--- config.mk ---
export PLATFORM = sky130hd
export DESIGN_NAME = rf_record_deframer
export DESIGN_NICKNAME = d
export VERILOG_FILES = /design/src/hw/rtl/rfd_pkg.sv /design/src/hw/rtl/rfd_track.sv /design/src/hw/rtl/rf_record_deframer.sv
export SDC_FILE = /design/constraint.sdc
export NUM_CORES = 1
export LEC_CHECK = 0
export ABC_AREA = 1
export BUFFER_PORTS_ARGS = -buffer_cell sky130_fd_sc_hd__clkbuf_2
export CAP_MARGIN = 20
export CORE_ASPECT_RATIO = 0.9
export CORE_MARGIN = 2
export CORE_UTILIZATION = 23
export CTS_CLUSTER_SIZE = 12
export DETAILED_ROUTE_END_ITERATION = 10
export PLACE_DENSITY = 0.37
export RECOVER_POWER = 25
export SYNTH_ARGS = -nofsm -noshare
export SYNTH_HDL_FRONTEND = slang
export SYNTH_SLANG_ARGS = --single-unit
--- constraint.sdc ---
create_clock -name clk -period 4.2 [get_ports clk]
set_input_delay 0.42 -clock clk [delete_from_list [all_inputs] [get_ports clk]]
set_output_delay 0.42 -clock clk [all_outputs]
set_load 0.02 [all_outputs]
--- src/hw/rtl/rfd_pkg.sv ---
// rfd_pkg: constants, register indexes and shared types for the RF record deframer.
// Used by rfd_track and rf_record_deframer. No dependencies.
`timescale 1ns / 1ps

package rfd_pkg;

  localparam int unsigned MAX_LINES    = 256;
  localparam int unsigned MAX_CHANNELS = 128;
  localparam int unsigned MAX_SAMPLES  = 8192;
  localparam int unsigned FRONT_GROUP  = 16;
  localparam int unsigned HEADER_WORDS = 4;

  localparam logic [15:0] DATA_BIAS = 16'd2048;

  typedef enum logic [2:0] {
    REG_LINES    = 3'd0,
    REG_CHANNELS = 3'd1,
    REG_SAMPLES  = 3'd2,
    REG_SKIP     = 3'd3,
    REG_EMIT     = 3'd4
  } reg_idx_t;

  typedef struct packed {
    logic [8:0]  lines_per_frame;
    logic [7:0]  channel_count;
    logic [13:0] sample_count;
    logic [15:0] frames_to_skip;
    logic [15:0] frames_to_emit;
  } cfg_t;

  typedef struct packed {
    logic [15:0] sample_value;
    logic [15:0] frame_index;
    logic [7:0]  line_index;
    logic [6:0]  channel_index;
    logic [12:0] sample_index;
    logic        last_of_all;
  } result_t;

endpackage

--- src/hw/rtl/rfd_track.sv ---
// rfd_track: frame, line, record and word counters; tags each data word.
// Depends on rfd_pkg.
`timescale 1ns / 1ps

module rfd_track (
  input  logic            clk,
  input  logic            rst_n,
  input  rfd_pkg::cfg_t   cfg,
  input  logic            step,
  input  logic [15:0]     raw_word,
  output logic            emit,
  output rfd_pkg::result_t res
);
  import rfd_pkg::*;

  logic [15:0] skipped_r, skipped_nxt;
  logic [15:0] frame_r,   frame_nxt;
  logic [7:0]  line_r,    line_nxt;
  logic [6:0]  rec_r,     rec_nxt;
  logic [13:0] word_r,    word_nxt;
  logic        fin_r,     fin_nxt;

  logic [8:0]  nl;
  logic [7:0]  nc;
  logic [13:0] ns;
  logic [14:0] rec_words;
  logic [7:0]  back;
  logic        emitting, done_now, wlast, rlast, llast, flast, last;
  logic [13:0] data_pos;

  always_comb begin
    if (cfg.lines_per_frame < 9'd1) nl = 9'd1;
    else if (cfg.lines_per_frame > 9'(MAX_LINES)) nl = 9'(MAX_LINES);
    else nl = cfg.lines_per_frame;

    if (cfg.channel_count < 8'(FRONT_GROUP + 1)) nc = 8'(FRONT_GROUP + 1);
    else if (cfg.channel_count > 8'(MAX_CHANNELS)) nc = 8'(MAX_CHANNELS);
    else nc = cfg.channel_count;

    if (cfg.sample_count < 14'd2) ns = 14'd2;
    else if (cfg.sample_count > 14'(MAX_SAMPLES)) ns = 14'(MAX_SAMPLES);
    else ns = cfg.sample_count;
  end

  assign rec_words = 15'(HEADER_WORDS) + {1'b0, ns} - 15'd1;
  assign back      = nc - 8'(FRONT_GROUP);

  assign emitting = skipped_r >= cfg.frames_to_skip;
  assign done_now = emitting && (frame_r >= cfg.frames_to_emit);
  assign wlast    = ({1'b0, word_r} + 15'd1) >= rec_words;
  assign rlast    = ({1'b0, rec_r} + 8'd1) >= nc;
  assign llast    = ({1'b0, line_r} + 9'd1) >= nl;
  assign flast    = ({1'b0, frame_r} + 17'd1) >= {1'b0, cfg.frames_to_emit};
  assign last     = emitting && wlast && rlast && llast && flast;

  assign emit     = !fin_r && !done_now && emitting && (word_r >= 14'(HEADER_WORDS));
  assign data_pos = word_r - 14'(HEADER_WORDS);

  always_comb begin
    res.sample_value = raw_word - DATA_BIAS;
    res.frame_index  = frame_r;
    res.line_index   = line_r;
    res.channel_index = ({1'b0, rec_r} < back) ? rec_r + 7'(FRONT_GROUP)
                                               : rec_r - back[6:0];
    res.sample_index = data_pos[12:0];
    res.last_of_all  = last;
  end

  always_comb begin
    skipped_nxt = skipped_r;
    frame_nxt   = frame_r;
    line_nxt    = line_r;
    rec_nxt     = rec_r;
    word_nxt    = word_r;
    fin_nxt     = fin_r;
    if (step && !fin_r) begin
      if (done_now) begin
        fin_nxt = 1'b1;
      end else begin
        if (wlast) begin
          word_nxt = '0;
          if (rlast) begin
            rec_nxt = '0;
            if (llast) begin
              line_nxt = '0;
              if (emitting) frame_nxt = frame_r + 16'd1;
              else skipped_nxt = skipped_r + 16'd1;
            end else begin
              line_nxt = line_r + 8'd1;
            end
          end else begin
            rec_nxt = rec_r + 7'd1;
          end
        end else begin
          word_nxt = word_r + 14'd1;
        end
        if (last) fin_nxt = 1'b1;
      end
    end
  end

  always_ff @(posedge clk) begin
    if (!rst_n) begin
      skipped_r <= '0;
      frame_r   <= '0;
      line_r    <= '0;
      rec_r     <= '0;
      word_r    <= '0;
      fin_r     <= 1'b0;
    end else begin
      skipped_r <= skipped_nxt;
      frame_r   <= frame_nxt;
      line_r    <= line_nxt;
      rec_r     <= rec_nxt;
      word_r    <= word_nxt;
      fin_r     <= fin_nxt;
    end
  end

endmodule

--- src/hw/rtl/rf_record_deframer.sv ---
// rf_record_deframer: top level; config registers, handshakes and output register.
// Depends on rfd_pkg and rfd_track.
//
//  channel | signals                              | direction
//  in      | in_valid, in_ready, in_raw_word      | word in
//  out     | out_valid, out_ready, out_* tags     | tagged sample out
//  cfg     | cfg_we, cfg_index, cfg_wdata         | register write
//
// One word per cycle while the output is not stalled; out_valid rises in the
// cycle after accept, and the output register is the only stage. in_ready is
// high whenever the output register is empty or being taken. Synchronous
// active-low reset clears counters and valid. Header words, skipped frames
// and words after the final frame are consumed without output.
`timescale 1ns / 1ps

module rf_record_deframer (
  input  logic        clk,
  input  logic        rst_n,
  input  logic        in_valid,
  output logic        in_ready,
  input  logic [15:0] in_raw_word,
  output logic        out_valid,
  input  logic        out_ready,
  output logic [15:0] out_sample_value,
  output logic [15:0] out_frame_index,
  output logic [7:0]  out_line_index,
  output logic [6:0]  out_channel_index,
  output logic [12:0] out_sample_index,
  output logic        out_last_of_all,
  input  logic        cfg_we,
  input  logic [2:0]  cfg_index,
  input  logic [15:0] cfg_wdata
);
  import rfd_pkg::*;

  cfg_t    cfg_r;
  result_t res, res_r;
  logic    out_valid_r;
  logic    step, emit;

  assign in_ready = !out_valid_r || out_ready;
  assign step     = in_valid && in_ready;

  rfd_track u_track (
    .clk      (clk),
    .rst_n    (rst_n),
    .cfg      (cfg_r),
    .step     (step),
    .raw_word (in_raw_word),
    .emit     (emit),
    .res      (res)
  );

  always_ff @(posedge clk) begin
    if (!rst_n) begin
      cfg_r.lines_per_frame <= 9'd1;
      cfg_r.channel_count   <= 8'd96;
      cfg_r.sample_count    <= 14'd2048;
      cfg_r.frames_to_skip  <= 16'd1;
      cfg_r.frames_to_emit  <= 16'd1;
    end else if (cfg_we) begin
      unique case (reg_idx_t'(cfg_index))
        REG_LINES:    cfg_r.lines_per_frame <= cfg_wdata[8:0];
        REG_CHANNELS: cfg_r.channel_count   <= cfg_wdata[7:0];
        REG_SAMPLES:  cfg_r.sample_count    <= cfg_wdata[13:0];
        REG_SKIP:     cfg_r.frames_to_skip  <= cfg_wdata;
        REG_EMIT:     cfg_r.frames_to_emit  <= cfg_wdata;
        default: ;
      endcase
    end
  end

  always_ff @(posedge clk) begin
    if (!rst_n) begin
      out_valid_r <= 1'b0;
    end else if (in_ready) begin
      out_valid_r <= step && emit;
    end
  end

  always_ff @(posedge clk) begin
    if (step && emit) res_r <= res;
  end

  assign out_valid         = out_valid_r;
  assign out_sample_value  = res_r.sample_value;
  assign out_frame_index   = res_r.frame_index;
  assign out_line_index    = res_r.line_index;
  assign out_channel_index = res_r.channel_index;
  assign out_sample_index  = res_r.sample_index;
  assign out_last_of_all   = res_r.last_of_all;

endmodule

==> results of run 1 <==
## synthesized netlist by cell type (2+ instances only)
cell type / instances
nor4_1: 3
nor3_2: 3
dfxtp_1: 126
inv_2: 2
ha_1: 101
o211ai_1: 2
nand2_2: 2
o21bai_1: 14
clkinv_1: 2
nand2_1: 257
xnor2_1: 13
a21oi_2: 2
buf_4: 2
inv_1: 184
nand3_1: 60
clkbuf_1: 24
a31oi_1: 2
buf_2: 7
a21oi_1: 126
nand3_4: 2
nand4_1: 22
o21ai_0: 86
xor2_1: 57
o21a_1: 2
edfxtp_1: 61
o21ai_1: 2
a21o_1: 3
nor3_1: 20
nor2_1: 163
## routing by layer
metal	up-vias	track usage	routed length, um
met2	94	0.1932	12560
met1	4054	0.1881	16060
met5	-	0	0
li1	4660	-	-
met4	0	0.04383	461
met3	25	0.02988	895
## cell type report
class | count | area share
Clock buffer | 20 | 0.03744
Clock inverter | 12 | 0.009011
Inverter | 188 | 0.05647
Multi-Input combinational cell | 952 | 0.4376
Sequential cell | 187 | 0.3484
Tap cell | 608 | 0.06087
Timing Repair Buffer | 118 | 0.05016
## what timing repair did
action	CTS	global route
endpoints found under the hold margin	0	0
setup endpoints to repair	0	19
gates resized for setup	0	1
## final timing paths
check,from,to,slack (ps),depth (start not counted)
setup / recovery,cfg_r[45],u_track.line_r[2],490,21
hold / removal,in_raw_word[4],out_sample_value[4],100,1
setup reg to reg,cfg_r[45],u_track.line_r[2],490,21
hold reg to reg,u_track.fin_r,u_track.fin_r,460,2
## worst reg2reg max path, cell delays in order, from the launching register on
cell and delay (ps):
dfxtp_1 510, nand4_1 200, o31ai_4 210, nand2_1 80, ha_1 210, inv_1 50, nand3_1 100, nor2_2 230
nand3_1 130, xnor2_1 150, ha_1 300, nand2_1 70, nor2_1 140, nand2_1 70, nor2_1 90, nor2_1 70
nand3_4 110, buf_4 170, nand2_1 80, nor2_1 380, o21ai_0 160, nor2_1 150
## power by group through the flow
stage / logic (mW) / clock network (mW) / registers, mW
after global routing: 0.435 / 1.80 / 1.93
final: 0.374 / 1.66 / 1.92
after CTS: 0.381 / 1.74 / 1.92
after detailed placement: 0.379 / 0 / 1.96
after floorplan: 0.250 / 0 / 1.96
after global placement: 0.379 / 0 / 1.96
## state kept, by name (all words and copies together) (netlist names), 8 cells and up
register,cells
u_track.line_r,8
out_frame_index,16
out_sample_index,13
cfg_r,63
u_track.word_r,14
u_track.frame_r,16
out_line_index,8
out_sample_value,16
u_track.skipped_r,16
## stage by stage
step	setup slack (ps)	util	hold slack, ps	area (um^2)
2_1_floorplan	575.1	-	430.4	10680
3_3_place_gp	379.1	0.2612	445.3	11920
3_5_place_dp	365.6	0.2612	448.3	11920
4_1_cts	325.6	0.2739	63.21	12500
5_1_grt	28.69	0.2738	76.08	12500
6_report	494.5	0.2738	102.5	12500
## cells by family after synthesis
kind of cell | after synthesis | synth area share
buffers and inverters | 223 | 0.08070
XOR/XNOR | 70 | 0.05739
AO/OA/AOI/OAI | 241 | 0.1213
AND/OR/NAND/NOR | 538 | 0.2125
other | 1 | 0.0003510
flip-flops | 187 | 0.4076
adder cells (fa/ha/maj) | 102 | 0.1202
==> metrics, run 1 <==
crit path time final=3706 ps; Longest Clk Path Bufs=2; placed insts=2052; drt first pass iters=4; n_diodes=0; area occupied by multi-input gates=5469 um^2; critical path capture point type=register; die height=208.5 um; most common cell after layout, fill and taps aside=nand2_1; All-Layer GR Usage=0.1315; DRT Wirelength=29980 um; number of I/O pins=103; crit-path cells=nand4_1 -> o31ai_4 -> nand2_1 -> ha_1 -> inv_1 -> nand3_1 -> nor2_2 -> nand3_1 -> xnor2_1 -> ha_1 -> nand2_1 -> nor2_1 -> nand2_1 -> nor2_1 -> nor2_1 -> nand3_4 -> buf_4 -> nand2_1 -> nor2_1 -> o21ai_0 -> nor2_1; Clk pwr share=0.420; Layout fillers=4996; combinational share of power=0.094; non-filler cells in the finished layout=2085; Syn Area/Cell=7.843 um^2; # clock sinks=~190; DP HPWL=between 20000 and 25000 um; DRT iter0 DRCs=547; vias in the first global route=slightly below 9000; CP max stage delay=510 ps; CTS H-Tree Depth=4; cell area after synthesis=10680 um^2; Sw Pwr=between 1 and 1.5 mW; average wire per standard cell=roughly 14 um; pin count of the biggest net entering global routing=between 40 and 50; final setup TNS=0 ps; FP Rows=74; gp weighted congestion=~0.77; Max Slew Vio Count=43; crit-path leading delay family=simple AND/OR/NAND/NOR gates; Synth cell types=41; initial core utilization=0.2340; worst rel slew slack=-0.1595; Worst Skew=between 10 and 15 ps; Seq pwr share=0.485; Critical Path AT=4120 ps; RSZ-0062 raised after global routing=no; internal power=2.897 mW; # DRC=0; worst endpoint required time=roughly 4600 ps; Lkg Pwr=5.572 nW; Pwr Density=316.6 nW/um^2; clk slew on worst S/H paths=80 ps; sequential fraction of the synthesis area=0.4076; post-CTS setup repair buffer count=0; YS warnings=0; Yosys reg bits=187; Root Driver=clkbuf_16; worst hold path class=in2reg; most frequent cells in the layout=nand2_1 (257), inv_1 (183), nor2_1 (162); final period utilization=0.8823; initial antenna violation count=0; Crit-path slowest cell=dfxtp_1; Least-Margin Pin Slew=1739 ps; Net Sw Frac=0.2678; Async SR Flop Fraction=0; top cell type's share of synthesized area=0.2361; Net count, final=approximately 1600; number of synthesized flops with an enable pin=61; CTS tree=done; outcome=finished, violations left; Crit Path Max Fanout=8; port buffer count=just over 100; layout cells sized above 1=0.1090; Syn Inst Count=1362; crit path buf inv count=2; endpoints failing setup=0; Area Growth Syn to Fin=16.98%; Tot Pwr=3.956 mW; Core Footprint=45650 um^2; Worst-Skew Late Latency=490 ps; via count=8833; ranking of synthesized cells by area=dfxtp_1 (24%), edfxtp_1 (17%), ha_1 (12%); Via density=4.236; dominant synthesized flop cell=dfxtp_1; fmax=269.9 MHz; FF+latch area=4354 um^2; syn_nets=1504; final hold viol count=0; Max Cap Violations=1; first-pass GRT wire length=48650 um; Die ar.=48190 um^2; Inserted Clock Buffers=17; cell mode on critical path=nor2_1; Startpoint Class=register; failing checks=capacitance limit, slew limit; VDD IR max=around 0.28 mV; dominant cell type by area after synthesis=dfxtp_1; Die Span X=around 230 um; grt ovf=0; hold_buf cts=0; Setup Crit Path Kind=reg2reg; antenna-violating nets left=0
(Power assumes the default switching activity.)
==> run 2: changes to the inputs <==
RECOVER_POWER = 100   (was 25)
==> metrics, run 2 (synthesized netlist as in run 1, its figures left out) <==
critical path capture point type=register; Critical Path AT=4120 ps; Longest Clk Path Bufs=2; final setup TNS=0 ps; R2R Path Start=cfg_r[45]; area occupied by multi-input gates=around 5400 um^2; Pwr Density=319.5 nW/um^2; Setup Crit Path Kind=reg2reg; initial core utilization=0.2340; most frequent cells in the layout=nand2_1 (258), inv_1 (184), nor2_1 (162); Worst Skew=14.03 ps; Die Span X=approximately 230 um; placed insts=2052; FF-to-FF End=u_track.line_r[2]; # DRC=0; n_diodes=0; Worst-Skew Late Latency=490 ps; fmax=269.8 MHz; Max Cap Violations=1; Crit-path slowest cell=dfxtp_1; RSZ-0062 raised after global routing=no; drt first pass iters=5; most common cell after layout, fill and taps aside=nand2_1; DRT Wirelength=between 30000 and 40000 um; Die ar.=48190 um^2; worst endpoint required time=around 4600 ps; Critical Path Sink=u_track.line_r[2]; worst hold path class=in2reg; CTS tree=done; grt ovf=0; Core Footprint=~46000 um^2; Crit Path Max Fanout=8; Lkg Pwr=5.352 nW; endpoints failing setup=0; failing checks=capacitance limit, slew limit; layout cells sized above 1=0.06093; average wire per standard cell=14.43 um; CP startpoint=cfg_r[45]; flop-to-flop setup slack=490 ps; non-filler cells in the finished layout=2085; VDD IR max=0.2809 mV; initial antenna violation count=0; FF+latch area=4354 um^2; number of I/O pins=103; final period utilization=0.8824; outcome=finished, violations left; DRT iter0 DRCs=around 520; All-Layer GR Usage=0.1315; clk slew on worst S/H paths=80 ps; gp weighted congestion=0.7702; antenna-violating nets left=0; CP max stage delay=between 500 and 600 ps; pin count of the biggest net entering global routing=43; Startpoint Class=register; Biggest register=cfg_r; Via density=4.239; Layout fillers=5032; Largest register FFs=63; final hold viol count=0; Least-Margin Pin Slew=between 1500 and 2000 ps; port buffer count=102; die height=208.5 um; crit-path cells=nand4_1 -> o31ai_4 -> nand2_1 -> ha_1 -> inv_1 -> nand3_1 -> nor2_2 -> nand3_1 -> xnor2_1 -> ha_1 -> nand2_1 -> nor2_1 -> nand2_1 -> nor2_1 -> nor2_1 -> nand3_4 -> buf_4 -> nand2_1 -> nor2_1 -> o21ai_0 -> nor2_1; Max Slew Vio Count=43; vias in the first global route=8651; fin util=0.2708; crit path time final=3706 ps; cell mode on critical path=nor2_1; Area Growth Syn to Fin=15.73%; via count=8838; Inserted Clock Buffers=17; worst rel slew slack=-0.1795; # clock sinks=187; FP Rows=74; Root Driver=clkbuf_16; CTS H-Tree Depth=4; Net count, final=1606; DP HPWL=23110 um; FF-to-FF path depth=21; first-pass GRT wire length=48650 um
[run 2: cell types whose count changed in the layout (fill, tap and decap cells not counted), moves of 2 or more]
cell | previous run | this run
a21oi_1 | 126 | 128
buf_4 | 12 | 6
clkbuf_1 | 8 | 74
clkbuf_2 | 98 | 39
[run 2: where the power goes]
group          internal (mW)  leakage, nW  switching, mW
registers               1.90         1.60         0.0223
clock network          0.872        0.288          0.788
logic                  0.123         3.46          0.246
[run 2: area by class of cell]
cell class | count | area share
well taps | 608 | 0.06153
flip-flops and latches | 187 | 0.3522
inverters | 188 | 0.05708
repair buffers | 118 | 0.04159
multi-input cells | 952 | 0.4406
clock inverters | 12 | 0.009108
clock buffers | 20 | 0.03785
[run 2: worst max-delay path: cells and delay by family (launching register included)]
| family | cells | cell delay [ps] |
|---|---|---|
| AO/OA/AOI/OAI | 2 | 360 |
| XOR/XNOR | 1 | 150 |
| adder cells (fa/ha/maj) | 2 | 510 |
| buffers and inverters | 2 | 210 |
| flip-flops | 1 | 510 |
| AND/OR/NAND/NOR | 14 | 1870 |
[run 2: timing repair]
action	in CTS	in global routing
hold buffers	0	0
buffers inserted	0	0
gates resized for setup	0	1
endpoints found under the setup margin	0	19
hold endpoints to repair	0	0
[run 2: worst min path at each step]
stage / start / endpoint / slack, ps / cells after the start
3_5_place_dp: u_track.fin_r / u_track.fin_r / 450 / 2
4_1_cts: in_raw_word[4] / out_sample_value[4] / 60 / 1
5_1_grt: in_raw_word[7] / out_sample_value[7] / 80 / 1
6_report: in_raw_word[4] / out_sample_value[4] / 100 / 1
3_3_place_gp: u_track.fin_r / u_track.fin_r / 450 / 2
2_1_floorplan: u_track.fin_r / u_track.fin_r / 430 / 2
[run 2: per-stage QoR]
step	hold slack, ps	cell area [um^2]	power [mW]	setup WS [ps]
after floorplan	430.4	10680	2.212	575.1
after CTS	63.21	12500	4.044	325.6
after global placement	445.3	11920	2.342	379.1
after detailed placement	448.3	11920	2.342	365.6
final	103.9	12360	3.950	494.1
after global routing	76.08	12360	4.152	28.69
[run 2: layer usage]
layer  vias to the layer above  track usage  wire, um  share of wire
met2                       107       0.1932     12560           0.42
met1                      4042       0.1881     16020           0.53
li1                       4663            -         -              -
met3                        26      0.02988      1043          0.035
met4                         0      0.04383       458          0.015
met5                         -            0         0              0
==> run 3: changes to the inputs <==
CORE_UTILIZATION = 60   (was 23)
PLACE_DENSITY = 0.8   (was 0.37)
==> metrics, run 3 (synthesized netlist as in run 1, its figures left out) <==
FF-to-FF path depth=11; Lkg Pwr=5.358 nW; critical path capture point type=register; Worst Hold End=out_sample_value[9]; Worst Skew=7.613 ps; worst rel slew slack=0.3050; post-place setup slack=about 350 ps; R2R Path Start=u_track.skipped_r[11]; Net count, final=1596; Tot Pwr=4.049 mW; n_diodes=0; post-CTS setup repair buffer count=0; initial antenna violation count=0; port buffer count=between 100 and 150; average wire per standard cell=13.90 um; most common cell after layout, fill and taps aside=nand2_1; Setup Crit Path Kind=reg2reg; Crit Path Max Fanout=30; WHS Path Cells=1; Inserted Clock Buffers=17; Pwr Density=339.1 nW/um^2; first-pass GRT wire length=39070 um; Finished Cell Area=11940 um^2; Biggest register=cfg_r; drt first pass iters=6; die height=130.6 um; # DRC=0; vias in the first global route=8210; worst endpoint required time=4320 ps; Startpoint Class=register; Via density=5.309; # clock sinks=187; FF-to-FF End=out_line_index[7]; Max Cap Violations=0; Die Span X=144.7 um; Longest Clk Path Bufs=2; endpoints failing setup=0; via count=9062; Least-Margin Pin Slew=1041 ps; RSZ-0062 raised after global routing=no; DRT iter0 DRCs=699; FF+latch area=4354 um^2; Largest register FFs=63; pin count of the biggest net entering global routing=89; final period utilization=0.9239; crit path time final=3881 ps; antenna-violating nets left=0; area occupied by multi-input gates=approximately 5500 um^2; Root Driver=clkbuf_16; outcome=completed; DRT Wirelength=between 20000 and 25000 um; fmax=257.7 MHz; VDD IR max=~0.30 mV; flop-to-flop setup slack=about 320 ps; initial core utilization=0.6086; final setup TNS=0 ps; CTS H-Tree Depth=4; Layout fillers=1495; grt ovf=0; layout cells sized above 1=0.05930; All-Layer GR Usage=0.2620; FP Rows=46; worst hold start=in_raw_word[9]; DP HPWL=17310 um; Worst-Skew Late Latency=430 ps; worst setup margin=319.4 ps; Max Slew Vio Count=0; Placed Area=11380 um^2; Core Footprint=17550 um^2; Die ar.=~19000 um^2; Area Growth Syn to Fin=11.76%; CTS tree=done; gp weighted congestion=0.8673; final hold slack=about 160 ps; Critical Path AT=4000 ps; worst hold path class=in2reg; clk slew on worst S/H paths=70 ps; most frequent cells in the layout=nand2_1 (258), inv_1 (184), nor2_1 (162); final hold viol count=0; number of I/O pins=between 100 and 150
==> run 3: cell type report <==
cell class,instances,area share
Multi-Input combinational cell,952,0.4572
Sequential cell,187,0.3647
Inverter,188,0.05911
Timing Repair Buffer,108,0.03961
Clock buffer,18,0.03595
Tap cell,240,0.02515
Clock inverter,14,0.01824
==> run 3: routing by layer <==
| metal | wire [um] | track usage |
|---|---|---|
| met2 | 10700 | 0.4238 |
| met3 | 1596 | 0.04555 |
| met1 | 11050 | 0.3689 |
| met5 | 0 | 0 |
| met4 | 384 | 0.06396 |
==> run 3: report_power, final <==
group	internal (mW)	total, mW	switching [mW]
Clock	1.06	1.77	0.708
Combinational	0.121	0.358	0.236
Sequential	1.90	1.92	0.0216
Total	3.08	4.05	0.966
==> run 3: how the worst max path moves through the flow <==
stage               cells past startpoint  slack, ps                   end                   from
floorplan                              24        580  u_track.skipped_r[1]              cfg_r[35]
global placement                       23        530   u_track.frame_r[13]              cfg_r[35]
detailed placement                     23        350    u_track.frame_r[5]              cfg_r[35]
CTS                                    22        310  u_track.skipped_r[6]              cfg_r[35]
global route                           25         30    u_track.frame_r[5]              cfg_r[41]
finish                                 11        320     out_line_index[7]  u_track.skipped_r[11]
==> run 3: worst max-delay path, cell delays in order, from the launching register on <==
cell and delay [ps]:
dfxtp_1 460, ha_1 300, nand2_1 70, inv_1 50, o21ai_1 80, nand2_1 90, a21oi_1 230, nand3b_1 350
a21oi_4 530, nand3_1 170, inv_1 790, buf_4 400
==> run 3: per-stage QoR <==
step           std cells    util
2_1_floorplan       1362       -
3_3_place_gp        1675  0.6484
3_5_place_dp        1675  0.6484
4_1_cts             1707  0.6852
5_1_grt             1707  0.6801
6_report            1707  0.6801
==> run 3: what timing repair did <==
action,in CTS,in global routing
hold buffers,0,0
gates resized for setup,0,1
endpoints found under the setup margin,0,27
